<file path="src/hdl/lsr_pkg.sv">
// Shared types, constants and helpers for the literal string replacer.
// No dependencies; every other file of the block refers to it by scoped names.
package lsr_pkg;

  // Default bounds for the pattern window and the replacement burst.
  localparam int MaxPatternDef     = 16;
  localparam int MaxReplacementDef = 16;

  // Bytes that the pattern and replacement registers can hold.
  localparam int RegBytes = 16;

  // Command queue between the front and back parts.
  localparam int FifoDepth = 4;

  // Configuration port geometry: 64-bit registers at 8-byte strides.
  localparam int AddrWidth = 6;
  localparam int DataWidth = 64;
  localparam int IdxWidth  = 3;

  // Register indexes.
  localparam logic [IdxWidth-1:0] RegPatternLow      = 3'd0;
  localparam logic [IdxWidth-1:0] RegPatternHigh     = 3'd1;
  localparam logic [IdxWidth-1:0] RegPatternLength   = 3'd2;
  localparam logic [IdxWidth-1:0] RegReplacementLow  = 3'd3;
  localparam logic [IdxWidth-1:0] RegReplacementHigh = 3'd4;
  localparam logic [IdxWidth-1:0] RegReplacementLen  = 3'd5;
  localparam logic [IdxWidth-1:0] RegIgnoreCase      = 3'd6;
  localparam logic [IdxWidth-1:0] RegReplaceAll      = 3'd7;

  // Work the back part does for one queued command.
  typedef enum logic [1:0] {
    OP_BYTE = 2'd0,  // one byte
    OP_REPL = 2'd1,  // the whole replacement
    OP_MARK = 2'd2   // bare end marker
  } lsr_op_e;

  typedef struct packed {
    lsr_op_e     op;
    logic [7:0]  data;
    logic        eos;
  } lsr_cmd_t;

  typedef struct packed {
    logic [127:0] pattern;       // byte 0 in the low bits
    logic [4:0]   pattern_length;
    logic [127:0] replacement;   // byte 0 in the low bits
    logic [4:0]   replacement_length;
    logic         ignore_case;
    logic         replace_all;
    logic         clear_window;  // pulse: pattern_length is being written
  } lsr_cfg_t;

  // Byte idx of a register pair; bytes past the registers read as zero.
  function automatic logic [7:0] pick_byte(input logic [127:0] bytes,
                                           input int unsigned idx);
    logic [7:0] b;
    b = 8'h00;
    if (idx < RegBytes) begin
      b = bytes[idx*8 +: 8];
    end
    return b;
  endfunction

  // ASCII lower-casing when folding is on.
  function automatic logic [7:0] fold(input logic [7:0] c, input logic ic);
    logic [7:0] r;
    r = c;
    if (ic && (c inside {[8'h41:8'h5A]})) begin
      r = c + 8'd32;
    end
    return r;
  endfunction

endpackage

</file>
<file path="src/hdl/literal_string_replace.sv">
// Top level of the streaming literal find-and-replace block.
// Depends on lsr_pkg, lsr_regs, lsr_front, lsr_fifo and lsr_back.
//
// Usage:
//   Input channel: present data_byte_i and last_byte_i with push; a transfer
//   happens at a clock edge where push is high and full is low. last_byte_i
//   marks the final byte of a string.
//   Output channel: while empty is low the oldest result is on out_byte_o,
//   byte_valid_o and end_of_string_o; a transfer happens when pop is high.
//   Configuration: APB-style port, 64-bit registers at byte address 8*i;
//   pready is always high. Write only while the block is idle. Writing
//   pattern_length discards any pending window bytes.
// Timing:
//   The front takes one byte per cycle while full is low. The back gives one
//   byte per cycle while commands wait and the receiver pops, so a matched
//   pattern of P bytes replaced by R bytes yields R output bytes. A final
//   byte holds full high while the bytes that remain in the window (at most
//   MAX_PATTERN-1) drain. A byte released by an input transfer passes through
//   the command queue and then the output register before it shows at the output.
//   A four-entry command queue between front and back absorbs bursts; when
//   the receiver stalls, the output register holds and the queue fills, then
//   full rises. Reset empties the window, queue and output register and
//   loads the register defaults.
module literal_string_replace #(
  parameter int MAX_PATTERN     = lsr_pkg::MaxPatternDef,
  parameter int MAX_REPLACEMENT = lsr_pkg::MaxReplacementDef
) (
  input  logic                           clk_i,
  input  logic                           rst_ni,
  input  logic                           psel,
  input  logic                           penable,
  input  logic                           pwrite,
  input  logic [lsr_pkg::AddrWidth-1:0]  paddr,
  input  logic [lsr_pkg::DataWidth-1:0]  pwdata,
  output logic [lsr_pkg::DataWidth-1:0]  prdata,
  output logic                           pready,
  input  logic                           push,
  output logic                           full,
  input  logic [7:0]                     data_byte_i,
  input  logic                           last_byte_i,
  output logic                           empty,
  input  logic                           pop,
  output logic [7:0]                     out_byte_o,
  output logic                           byte_valid_o,
  output logic                           end_of_string_o
);

  lsr_pkg::lsr_cfg_t cfg;
  lsr_pkg::lsr_cmd_t wr_cmd, rd_cmd;
  logic              cmd_push, cmd_full, cmd_valid, cmd_pop;

  // Hold the settings; flag writes to pattern_length for the window.
  lsr_regs u_regs (
    .clk_i   (clk_i),
    .rst_ni  (rst_ni),
    .psel    (psel),
    .penable (penable),
    .pwrite  (pwrite),
    .paddr   (paddr),
    .pwdata  (pwdata),
    .prdata  (prdata),
    .pready  (pready),
    .cfg_o   (cfg)
  );

  // Match incoming bytes against the pattern and issue commands.
  lsr_front #(
    .MAX_PATTERN (MAX_PATTERN)
  ) u_front (
    .clk_i       (clk_i),
    .rst_ni      (rst_ni),
    .cfg_i       (cfg),
    .push        (push),
    .full        (full),
    .data_byte_i (data_byte_i),
    .last_byte_i (last_byte_i),
    .cmd_o       (wr_cmd),
    .cmd_push_o  (cmd_push),
    .cmd_full_i  (cmd_full)
  );

  // Buffer commands so either side can stall on its own.
  lsr_fifo u_fifo (
    .clk_i   (clk_i),
    .rst_ni  (rst_ni),
    .wr_i    (cmd_push),
    .wdata_i (wr_cmd),
    .full_o  (cmd_full),
    .rd_i    (cmd_pop),
    .rdata_o (rd_cmd),
    .valid_o (cmd_valid)
  );

  // Expand commands into output transfers.
  lsr_back #(
    .MAX_REPLACEMENT (MAX_REPLACEMENT)
  ) u_back (
    .clk_i           (clk_i),
    .rst_ni          (rst_ni),
    .cfg_i           (cfg),
    .cmd_i           (rd_cmd),
    .cmd_valid_i     (cmd_valid),
    .cmd_pop_o       (cmd_pop),
    .empty           (empty),
    .pop             (pop),
    .out_byte_o      (out_byte_o),
    .byte_valid_o    (byte_valid_o),
    .end_of_string_o (end_of_string_o)
  );

  a_bare_marker: assert property (@(posedge clk_i) disable iff (!rst_ni)
    (!empty && !byte_valid_o) |-> (end_of_string_o && (out_byte_o == 8'h00)))
    else $error("bare result is not a clean end marker");

endmodule

</file>
<file path="src/hdl/lsr_regs.sv">
// Configuration register file with an APB-style slave port.
// Depends on lsr_pkg for register indexes and the configuration struct.
module lsr_regs (
  input  logic                            clk_i,
  input  logic                            rst_ni,
  input  logic                            psel,
  input  logic                            penable,
  input  logic                            pwrite,
  input  logic [lsr_pkg::AddrWidth-1:0]   paddr,
  input  logic [lsr_pkg::DataWidth-1:0]   pwdata,
  output logic [lsr_pkg::DataWidth-1:0]   prdata,
  output logic                            pready,
  output lsr_pkg::lsr_cfg_t               cfg_o
);

  logic [63:0] pat_lo_q, pat_hi_q, rep_lo_q, rep_hi_q;
  logic [4:0]  pat_len_q, rep_len_q;
  logic        ic_q, all_q;
  logic        wr;
  logic [lsr_pkg::IdxWidth-1:0] idx;

  assign pready = 1'b1;
  assign wr     = psel && penable && pwrite;
  assign idx    = paddr[lsr_pkg::AddrWidth-1:3];

  always_ff @(posedge clk_i or negedge rst_ni) begin
    if (!rst_ni) begin
      pat_lo_q  <= '0;
      pat_hi_q  <= '0;
      pat_len_q <= 5'd1;
      rep_lo_q  <= '0;
      rep_hi_q  <= '0;
      rep_len_q <= '0;
      ic_q      <= 1'b0;
      all_q     <= 1'b0;
    end else if (wr) begin
      case (idx)
        lsr_pkg::RegPatternLow:      pat_lo_q  <= pwdata;
        lsr_pkg::RegPatternHigh:     pat_hi_q  <= pwdata;
        lsr_pkg::RegPatternLength:   pat_len_q <= pwdata[4:0];
        lsr_pkg::RegReplacementLow:  rep_lo_q  <= pwdata;
        lsr_pkg::RegReplacementHigh: rep_hi_q  <= pwdata;
        lsr_pkg::RegReplacementLen:  rep_len_q <= pwdata[4:0];
        lsr_pkg::RegIgnoreCase:      ic_q      <= pwdata[0];
        lsr_pkg::RegReplaceAll:      all_q     <= pwdata[0];
        default: ;
      endcase
    end
  end

  always_comb begin
    case (idx)
      lsr_pkg::RegPatternLow:      prdata = pat_lo_q;
      lsr_pkg::RegPatternHigh:     prdata = pat_hi_q;
      lsr_pkg::RegPatternLength:   prdata = {59'd0, pat_len_q};
      lsr_pkg::RegReplacementLow:  prdata = rep_lo_q;
      lsr_pkg::RegReplacementHigh: prdata = rep_hi_q;
      lsr_pkg::RegReplacementLen:  prdata = {59'd0, rep_len_q};
      lsr_pkg::RegIgnoreCase:      prdata = {63'd0, ic_q};
      lsr_pkg::RegReplaceAll:      prdata = {63'd0, all_q};
      default:                     prdata = '0;
    endcase
  end

  always_comb begin
    cfg_o.pattern            = {pat_hi_q, pat_lo_q};
    cfg_o.pattern_length     = pat_len_q;
    cfg_o.replacement        = {rep_hi_q, rep_lo_q};
    cfg_o.replacement_length = rep_len_q;
    cfg_o.ignore_case        = ic_q;
    cfg_o.replace_all        = all_q;
    cfg_o.clear_window       = wr && (idx == lsr_pkg::RegPatternLength);
  end

endmodule

</file>
<file path="src/hdl/lsr_front.sv">
// Front part: sliding window, parallel pattern compare, command issue and flush.
// Depends on lsr_pkg for the command and configuration types.
module lsr_front #(
  parameter int MAX_PATTERN = lsr_pkg::MaxPatternDef
) (
  input  logic               clk_i,
  input  logic               rst_ni,
  input  lsr_pkg::lsr_cfg_t  cfg_i,
  input  logic               push,
  output logic               full,
  input  logic [7:0]         data_byte_i,
  input  logic               last_byte_i,
  output lsr_pkg::lsr_cmd_t  cmd_o,
  output logic               cmd_push_o,
  input  logic               cmd_full_i
);

  localparam int FW = $clog2(MAX_PATTERN + 1);

  logic [7:0]    win_q [MAX_PATTERN];
  logic [7:0]    win_d [MAX_PATTERN];
  logic [7:0]    app   [MAX_PATTERN];  // window with the new byte appended
  logic [7:0]    app_sh[MAX_PATTERN];  // appended window, oldest dropped
  logic [7:0]    win_sh[MAX_PATTERN];  // stored window, oldest dropped
  logic [FW-1:0] fill_q, fill_d;
  logic          first_q, first_d;
  logic          flush_q, flush_d;
  logic [FW-1:0] plen;
  logic          accept, do_cmp, hit, all_ok;
  logic          main_vld;
  logic [FW-1:0] new_fill;
  lsr_pkg::lsr_cmd_t main_cmd;

  // Effective pattern length: zero acts as one, saturate at the window depth.
  always_comb begin
    if (cfg_i.pattern_length == 5'd0) begin
      plen = FW'(1);
    end else if (int'(cfg_i.pattern_length) > MAX_PATTERN) begin
      plen = FW'(MAX_PATTERN);
    end else begin
      plen = FW'(cfg_i.pattern_length);
    end
  end

  assign full   = flush_q || cmd_full_i;
  assign accept = push && !full;
  assign do_cmp = (fill_q == plen - FW'(1));

  always_comb begin
    for (int j = 0; j < MAX_PATTERN; j++) begin
      app[j] = (fill_q == FW'(j)) ? data_byte_i : win_q[j];
    end
    for (int j = 0; j < MAX_PATTERN - 1; j++) begin
      app_sh[j] = app[j+1];
      win_sh[j] = win_q[j+1];
    end
    app_sh[MAX_PATTERN-1] = 8'h00;
    win_sh[MAX_PATTERN-1] = 8'h00;
  end

  // One comparator per window lane; lanes past the pattern always agree.
  always_comb begin
    all_ok = 1'b1;
    for (int j = 0; j < MAX_PATTERN; j++) begin
      if (j < int'(plen)) begin
        if (lsr_pkg::fold(app[j], cfg_i.ignore_case) !=
            lsr_pkg::fold(lsr_pkg::pick_byte(cfg_i.pattern, j), cfg_i.ignore_case)) begin
          all_ok = 1'b0;
        end
      end
    end
  end

  assign hit = do_cmp && (cfg_i.replace_all || !first_q) && all_ok;

  always_comb begin
    win_d      = win_q;
    fill_d     = fill_q;
    first_d    = first_q;
    flush_d    = flush_q;
    cmd_push_o = 1'b0;
    cmd_o      = '{op: lsr_pkg::OP_BYTE, data: 8'h00, eos: 1'b0};
    main_vld   = 1'b0;
    main_cmd   = '{op: lsr_pkg::OP_BYTE, data: 8'h00, eos: 1'b0};
    new_fill   = fill_q;

    if (flush_q) begin
      // Drain the window one byte per transfer.
      if (!cmd_full_i) begin
        cmd_push_o = 1'b1;
        cmd_o      = '{op: lsr_pkg::OP_BYTE, data: win_q[0], eos: (fill_q <= FW'(1))};
        win_d      = win_sh;
        if (fill_q <= FW'(1)) begin
          fill_d  = '0;
          flush_d = 1'b0;
        end else begin
          fill_d = fill_q - FW'(1);
        end
      end
    end else if (accept) begin
      if (hit) begin
        main_vld = (cfg_i.replacement_length != 5'd0);
        main_cmd = '{op: lsr_pkg::OP_REPL, data: 8'h00, eos: 1'b0};
        new_fill = '0;
        win_d    = app;
      end else if (do_cmp) begin
        main_vld = 1'b1;
        main_cmd = '{op: lsr_pkg::OP_BYTE, data: app[0], eos: 1'b0};
        new_fill = fill_q;
        win_d    = app_sh;
      end else begin
        new_fill = fill_q + FW'(1);
        win_d    = app;
      end
      fill_d = new_fill;

      if (last_byte_i) begin
        first_d = 1'b0;
        if (new_fill == '0) begin
          cmd_push_o = 1'b1;
          if (main_vld) begin
            cmd_o     = main_cmd;
            cmd_o.eos = 1'b1;
          end else begin
            cmd_o = '{op: lsr_pkg::OP_MARK, data: 8'h00, eos: 1'b1};
          end
        end else begin
          cmd_push_o = main_vld;
          cmd_o      = main_cmd;
          flush_d    = 1'b1;
        end
      end else begin
        cmd_push_o = main_vld;
        cmd_o      = main_cmd;
        if (hit) begin
          first_d = 1'b1;
        end
      end
    end

    if (cfg_i.clear_window) begin
      fill_d  = '0;
      flush_d = 1'b0;
    end
  end

  always_ff @(posedge clk_i or negedge rst_ni) begin
    if (!rst_ni) begin
      fill_q  <= '0;
      first_q <= 1'b0;
      flush_q <= 1'b0;
    end else begin
      fill_q  <= fill_d;
      first_q <= first_d;
      flush_q <= flush_d;
    end
  end

  always_ff @(posedge clk_i) begin
    win_q <= win_d;
  end

  a_fill_below_plen: assert property (@(posedge clk_i) disable iff (!rst_ni)
    fill_q < plen)
    else $error("window holds a whole pattern between items");

  a_flush_from_last: assert property (@(posedge clk_i) disable iff (!rst_ni)
    $rose(flush_q) |-> $past(last_byte_i && push))
    else $error("flush started without a final byte");

endmodule

</file>
<file path="src/hdl/lsr_fifo.sv">
// Short command queue that decouples the front and back parts.
// Depends on lsr_pkg for the command type and the queue depth.
module lsr_fifo (
  input  logic               clk_i,
  input  logic               rst_ni,
  input  logic               wr_i,
  input  lsr_pkg::lsr_cmd_t  wdata_i,
  output logic               full_o,
  input  logic               rd_i,
  output lsr_pkg::lsr_cmd_t  rdata_o,
  output logic               valid_o
);

  localparam int Depth = lsr_pkg::FifoDepth;
  localparam int PW    = $clog2(Depth);

  lsr_pkg::lsr_cmd_t slot_q [Depth];
  logic [PW-1:0] wp_q, rp_q;
  logic [PW:0]   count_q;
  logic          do_wr, do_rd;

  assign full_o  = (count_q == (PW+1)'(Depth));
  assign valid_o = (count_q != '0);
  assign rdata_o = slot_q[rp_q];
  assign do_wr   = wr_i && !full_o;
  assign do_rd   = rd_i && valid_o;

  always_ff @(posedge clk_i or negedge rst_ni) begin
    if (!rst_ni) begin
      wp_q    <= '0;
      rp_q    <= '0;
      count_q <= '0;
    end else begin
      if (do_wr) begin
        wp_q <= wp_q + PW'(1);
      end
      if (do_rd) begin
        rp_q <= rp_q + PW'(1);
      end
      count_q <= count_q + (PW+1)'(do_wr) - (PW+1)'(do_rd);
    end
  end

  always_ff @(posedge clk_i) begin
    if (do_wr) begin
      slot_q[wp_q] <= wdata_i;
    end
  end

  a_count_bound: assert property (@(posedge clk_i) disable iff (!rst_ni)
    count_q <= (PW+1)'(Depth))
    else $error("command queue count overflow");

endmodule

</file>
<file path="src/hdl/lsr_back.sv">
// Back part: expands queued commands into output bytes behind an output register.
// Depends on lsr_pkg for the command and configuration types.
module lsr_back #(
  parameter int MAX_REPLACEMENT = lsr_pkg::MaxReplacementDef
) (
  input  logic               clk_i,
  input  logic               rst_ni,
  input  lsr_pkg::lsr_cfg_t  cfg_i,
  input  lsr_pkg::lsr_cmd_t  cmd_i,
  input  logic               cmd_valid_i,
  output logic               cmd_pop_o,
  output logic               empty,
  input  logic               pop,
  output logic [7:0]         out_byte_o,
  output logic               byte_valid_o,
  output logic               end_of_string_o
);

  localparam int RW = $clog2(MAX_REPLACEMENT + 1);

  logic [RW-1:0] rlen;
  logic [RW-1:0] rep_idx_q, rep_idx_d;
  logic          out_vld_q;
  logic [7:0]    byte_q, nb;
  logic          bv_q, nv;
  logic          eos_q, ne;
  logic          adv, done, last_rep;

  always_comb begin
    if (int'(cfg_i.replacement_length) > MAX_REPLACEMENT) begin
      rlen = RW'(MAX_REPLACEMENT);
    end else begin
      rlen = RW'(cfg_i.replacement_length);
    end
  end

  assign adv      = cmd_valid_i && (!out_vld_q || pop);
  assign last_rep = ({1'b0, rep_idx_q} + (RW+1)'(1)) >= {1'b0, rlen};

  always_comb begin
    nb   = 8'h00;
    nv   = 1'b0;
    ne   = 1'b1;
    done = 1'b1;
    case (cmd_i.op)
      lsr_pkg::OP_BYTE: begin
        nb = cmd_i.data;
        nv = 1'b1;
        ne = cmd_i.eos;
      end
      lsr_pkg::OP_REPL: begin
        nb   = lsr_pkg::pick_byte(cfg_i.replacement, 32'(rep_idx_q));
        nv   = 1'b1;
        ne   = cmd_i.eos && last_rep;
        done = last_rep;
      end
      lsr_pkg::OP_MARK: begin
        nb = 8'h00;
        nv = 1'b0;
        ne = 1'b1;
      end
      default: begin
        nb = 8'h00;
        nv = 1'b0;
        ne = 1'b1;
      end
    endcase
  end

  assign cmd_pop_o = adv && done;

  always_comb begin
    rep_idx_d = rep_idx_q;
    if (adv) begin
      rep_idx_d = done ? '0 : rep_idx_q + RW'(1);
    end
  end

  always_ff @(posedge clk_i or negedge rst_ni) begin
    if (!rst_ni) begin
      rep_idx_q <= '0;
      out_vld_q <= 1'b0;
    end else begin
      rep_idx_q <= rep_idx_d;
      if (adv) begin
        out_vld_q <= 1'b1;
      end else if (pop) begin
        out_vld_q <= 1'b0;
      end
    end
  end

  always_ff @(posedge clk_i) begin
    if (adv) begin
      byte_q <= nb;
      bv_q   <= nv;
      eos_q  <= ne;
    end
  end

  assign empty           = !out_vld_q;
  assign out_byte_o      = byte_q;
  assign byte_valid_o    = bv_q;
  assign end_of_string_o = eos_q;

  a_repl_in_progress: assert property (@(posedge clk_i) disable iff (!rst_ni)
    (rep_idx_q != '0) |-> (cmd_valid_i && (cmd_i.op == lsr_pkg::OP_REPL)))
    else $error("replacement burst lost its command");

endmodule
</file>
<file path="config.mk">
export PLATFORM = sky130hd
export DESIGN_NAME = literal_string_replace
export DESIGN_NICKNAME = d
export VERILOG_FILES = /design/src/hdl/lsr_pkg.sv /design/src/hdl/literal_string_replace.sv /design/src/hdl/lsr_regs.sv /design/src/hdl/lsr_front.sv /design/src/hdl/lsr_fifo.sv /design/src/hdl/lsr_back.sv
export SDC_FILE = /design/constraint.sdc
export NUM_CORES = 1
export LEC_CHECK = 0
export BUFFER_PORTS_ARGS = -buffer_cell sky130_fd_sc_hd__buf_2
export CAP_MARGIN = 0
export CORE_UTILIZATION = 25
export DETAILED_ROUTE_END_ITERATION = 8
export PLACE_DENSITY_LB_ADDON = 0.05
export SYNTH_ARGS = -nofsm -noshare
export SYNTH_HDL_FRONTEND = slang
export SYNTH_SLANG_ARGS = --single-unit
export TNS_END_PERCENT = 20
</file>
<file path="constraint.sdc">
create_clock -name clk_i -period 5.1 [get_ports clk_i]
set_input_delay 1.275 -clock clk_i [delete_from_list [all_inputs] [get_ports clk_i]]
set_output_delay 1.275 -clock clk_i [all_outputs]
set_load 0.05 [all_outputs]
</file>
==> impl_metrics.py <==
metrics = {
    "sta": {
        "setup_viol": 0,
        "setup_ws_ps": 157,
        "min_period_ps": 4940,
        "worstMarginPinSlew_ps": 1150,
        "setup_tns_ps": 0,
        "finalClockSkew_ps": 24.7,
        "hold_viol_final": 0,
        "fmax_ghz": 0.202,
        "finalCritPeriodShare": 0.969,
        "rsz0062_at_grt": "yes",
        "slew_violations": 0,
        "slew_headroom": 0.234,
    },
    "setup_path": {
        "cp_max_fo": 7,
        "crit_required_ps": 5650,
        "crit_path_cell_trace": "inv_1 -> ha_2 -> nand4b_4 -> buf_4 -> buf_4 -> mux2i_1 -> inv_1 -> and2_1 -> nor4_1 -> a31oi_1 -> or4_4 -> nor2_2 -> nand3_2 -> a22oi_2 -> nor2_1 -> ha_1 -> fa_1 -> xnor2_1 -> xnor2_1",
        "cp_data_arrival_time_ps": 5490,
        "cp_slowest_cell": "or4_4",
        "cp_num_buf_inv": 4,
        "r2r_cells": 19,
        "cp-start-kind": "register",
        "worstSetupPathType": "register to register",
        "end_kind": "register",
        "cp_slowest_stage_delay_ps": 650,
        "cp.depth": 19,
        "crit_family": "simple AND/OR/NAND/NOR gates",
    },
    "finish": {
        "layout_common_cells": "buf_4 (353), dfrtp_1 (284), nor2_1 (273)",
        "syn2layout_area_growth_pct": 25.6,
        "regArea_um2": 12700,
        "final_util": 0.318,
        "multi_input_area_um2": 16700,
        "drive_gt1_frac": 0.293,
        "layout_commonest_cell": "buf_4",
        "n_fill_cell": 12500,
        "final_cell_area_um2": 38100,
        "fin_nets": 3604,
    },
    "yosys": {
        "synth-warning-count": 0,
        "async_flop_share": 0.613,
        "synthDistinctLibCells": 106,
        "synth-seq-cells": 470,
        "synthFlopType": "dfrtp_1",
        "syn_area_um2": 30400,
        "synth_area_per_cell_um2": 9.95,
        "synth-edff-count": 182,
        "yosysSeqAreaShare": 0.417,
        "syn_nets": 3191,
        "synthCells": 3052,
    },
    "place": {
        "place_area_um2": 35700,
        "portBuffers": 158,
        "gp_congestion": 0.878,
        "dp_hpwl_mm": 109,
        "pre_cts_ws_ps": -928,
    },
    "hold_path": {
        "min-delay-path-class": "register to register",
        "hold_depth": 1,
    },
    "global_routing": {
        "grt_max_degree": 156,
        "grt_pass1_wl_mm": 204,
        "gr-total-overflow": 0,
        "grt_pass1_vias": 26500,
        "grt_usage": 0.233,
        "antenna_found_initial": 7,
    },
    "drt": {
        "drtIter0Drc": 2063,
        "detail_route.wirelength_mm": 144,
        "post-route-drc-count": 0,
        "vias_per_cell": 5.13,
        "dr.pass1.iters": 5,
        "wl_per_cell_um": 28.0,
        "dr_total_vias": 26300,
        "final_antenna_net_count": 0,
    },
    "floorplanning": {
        "rows": 127,
        "die-width_um": 351,
        "top_level_ports": 163,
        "die-area_um2": 123000,
        "core_um2": 120000,
        "die_h_um": 351,
        "initial_core_util": 0.253,
    },
    "cts": {
        "clock-sinks": 470,
        "cts_tree": "yes",
        "clock_latency_ps": 640,
        "cts_root_buffer": "clkbuf_16",
        "htree_levels": 3,
        "clk_path_buf_depth": 3,
        "path_clk_slew_ps": 60,
        "cts-buffers-inserted": 66,
    },
    "power_and_ir_drop": {
        "power_density_nw_per_um2": 599,
        "power.leakage_nw": 15.6,
        "peakVddDrop_mv": 0.402,
    },
    "run": {
        "drv_cap": 0,
    },
    "outcome": {
        "status": "complete, no violations",
    },
}
[through the flow]
| stage | hold WS (ps) | cells | power (mW) |
|---|---|---|---|
| 2_1_floorplan | 481 | 3052 | 12.9 |
| 6_report | 530 | 5131 | 22.9 |
| 4_1_cts | 532 | 5126 | 22.9 |
| 3_5_place_dp | 521 | 5007 | 18.0 |
| 3_3_place_gp | 517 | 5007 | 17.9 |
| 5_1_grt | 548 | 5127 | 24.2 |
[cells in the mapped netlist, drive strengths merged, types with 22 or more instances]
cell / count / share of area
xnor2: 98 / 0.028
o22ai: 22 / 0.0047
dfrtp: 287 / 0.24
nand2: 271 / 0.033
clkbuf: 141 / 0.017
ha: 52 / 0.021
o21ai: 228 / 0.038
a21oi: 241 / 0.040
mux2i: 165 / 0.055
nor3: 63 / 0.010
or4: 28 / 0.0070
inv: 149 / 0.018
mux4: 47 / 0.035
nand3: 30 / 0.0049
xor2: 53 / 0.016
edfxtp: 182 / 0.18
nor2: 276 / 0.034
buf: 54 / 0.010
mux2: 302 / 0.11
[state kept, by name (all words and copies together), names as in the netlist]
register / flops
u_fifo.rp_q: 2
u_fifo.slot_q: 44
u_back.out_byte_o: 8
u_back.byte_valid_o: 1
u_back.out_vld_q: 1
u_regs.rep_lo_q: 64
u_back.end_of_string_o: 1
u_regs.rep_hi_q: 64
u_regs.all_q: 1
u_front.fill_q: 5
u_regs.pat_lo_q: 64
u_regs.rep_len_q: 5
u_front.win_q: 128
u_front.first_q: 1
u_back.rep_idx_q: 5
u_front.flush_q: 1
u_fifo.wp_q: 2
u_fifo.count_q: 3
u_regs.ic_q: 1
u_regs.pat_len_q: 5
u_regs.pat_hi_q: 64
[area by class of cell]
class | count | share of cell area
clock buffers | 94 | 0.0493
diodes | 4 | 0.000262
flip-flops and latches | 470 | 0.332
well taps | 1612 | 0.0529
inverters | 149 | 0.0148
repair buffers | 540 | 0.106
multi-input cells | 2238 | 0.437
clock inverters | 24 | 0.00745
[metal layers]
layer  GRT usage  share of wire  wire length [um]  vias to the layer above
met1       0.340           0.48             69600                    13500
li1            -              -                 -                    12000
met3      0.0279          0.047              6770                      133
met2       0.357           0.44             63400                      732
met4      0.0725          0.028              4040                        2
met5           0       0.000090                13                        -
[report_power, final]
| part | switching [mW] | total (mW) | leakage [nW] | internal [mW] |
|---|---|---|---|---|
| sequential | 1.69 | 7.34 | 5.40 | 5.64 |
| clock | 1.95 | 4.78 | 1.06 | 2.83 |
| combinational | 6.04 | 10.7 | 9.09 | 4.71 |
[final timing paths]
| check | from | slack, ps | end |
|---|---|---|---|
| setup / recovery | u_front.fill_q[0] | 160 | u_fifo.count_q[2] |
| hold / removal | u_regs.rep_lo_q[54] | 530 | u_regs.rep_lo_q[54] |
| setup reg to reg | u_front.fill_q[0] | 160 | u_fifo.count_q[2] |
| hold reg to reg | u_regs.rep_lo_q[54] | 530 | u_regs.rep_lo_q[54] |
| max in group asynchronous | rst_ni | 3260 | u_regs.pat_hi_q[54] |
| min in group asynchronous | rst_ni | 650 | u_regs.pat_lo_q[12] |
[kinds of logic after synthesis]
| group | Yosys count | share of synthesized area |
|---|---|---|
| other cells | 1 | 0.000123 |
| flops | 470 | 0.417 |
| fa+ha+maj | 53 | 0.0221 |
| xor+xnor | 156 | 0.0475 |
| simple gates | 839 | 0.132 |
| compound gates | 675 | 0.133 |
| buf+inv | 344 | 0.0458 |
| mux | 514 | 0.202 |
[repair_timing]
item | 4_1_cts | 5_1_grt
hold buffers | 0 | 0
buffers inserted | 1 | 1
resized for setup | 15 | 33
setup endpoints to repair | 46 | 82
pin swaps | 3 | 8
cloned | 0 | 0
(Power assumes the default switching activity.)
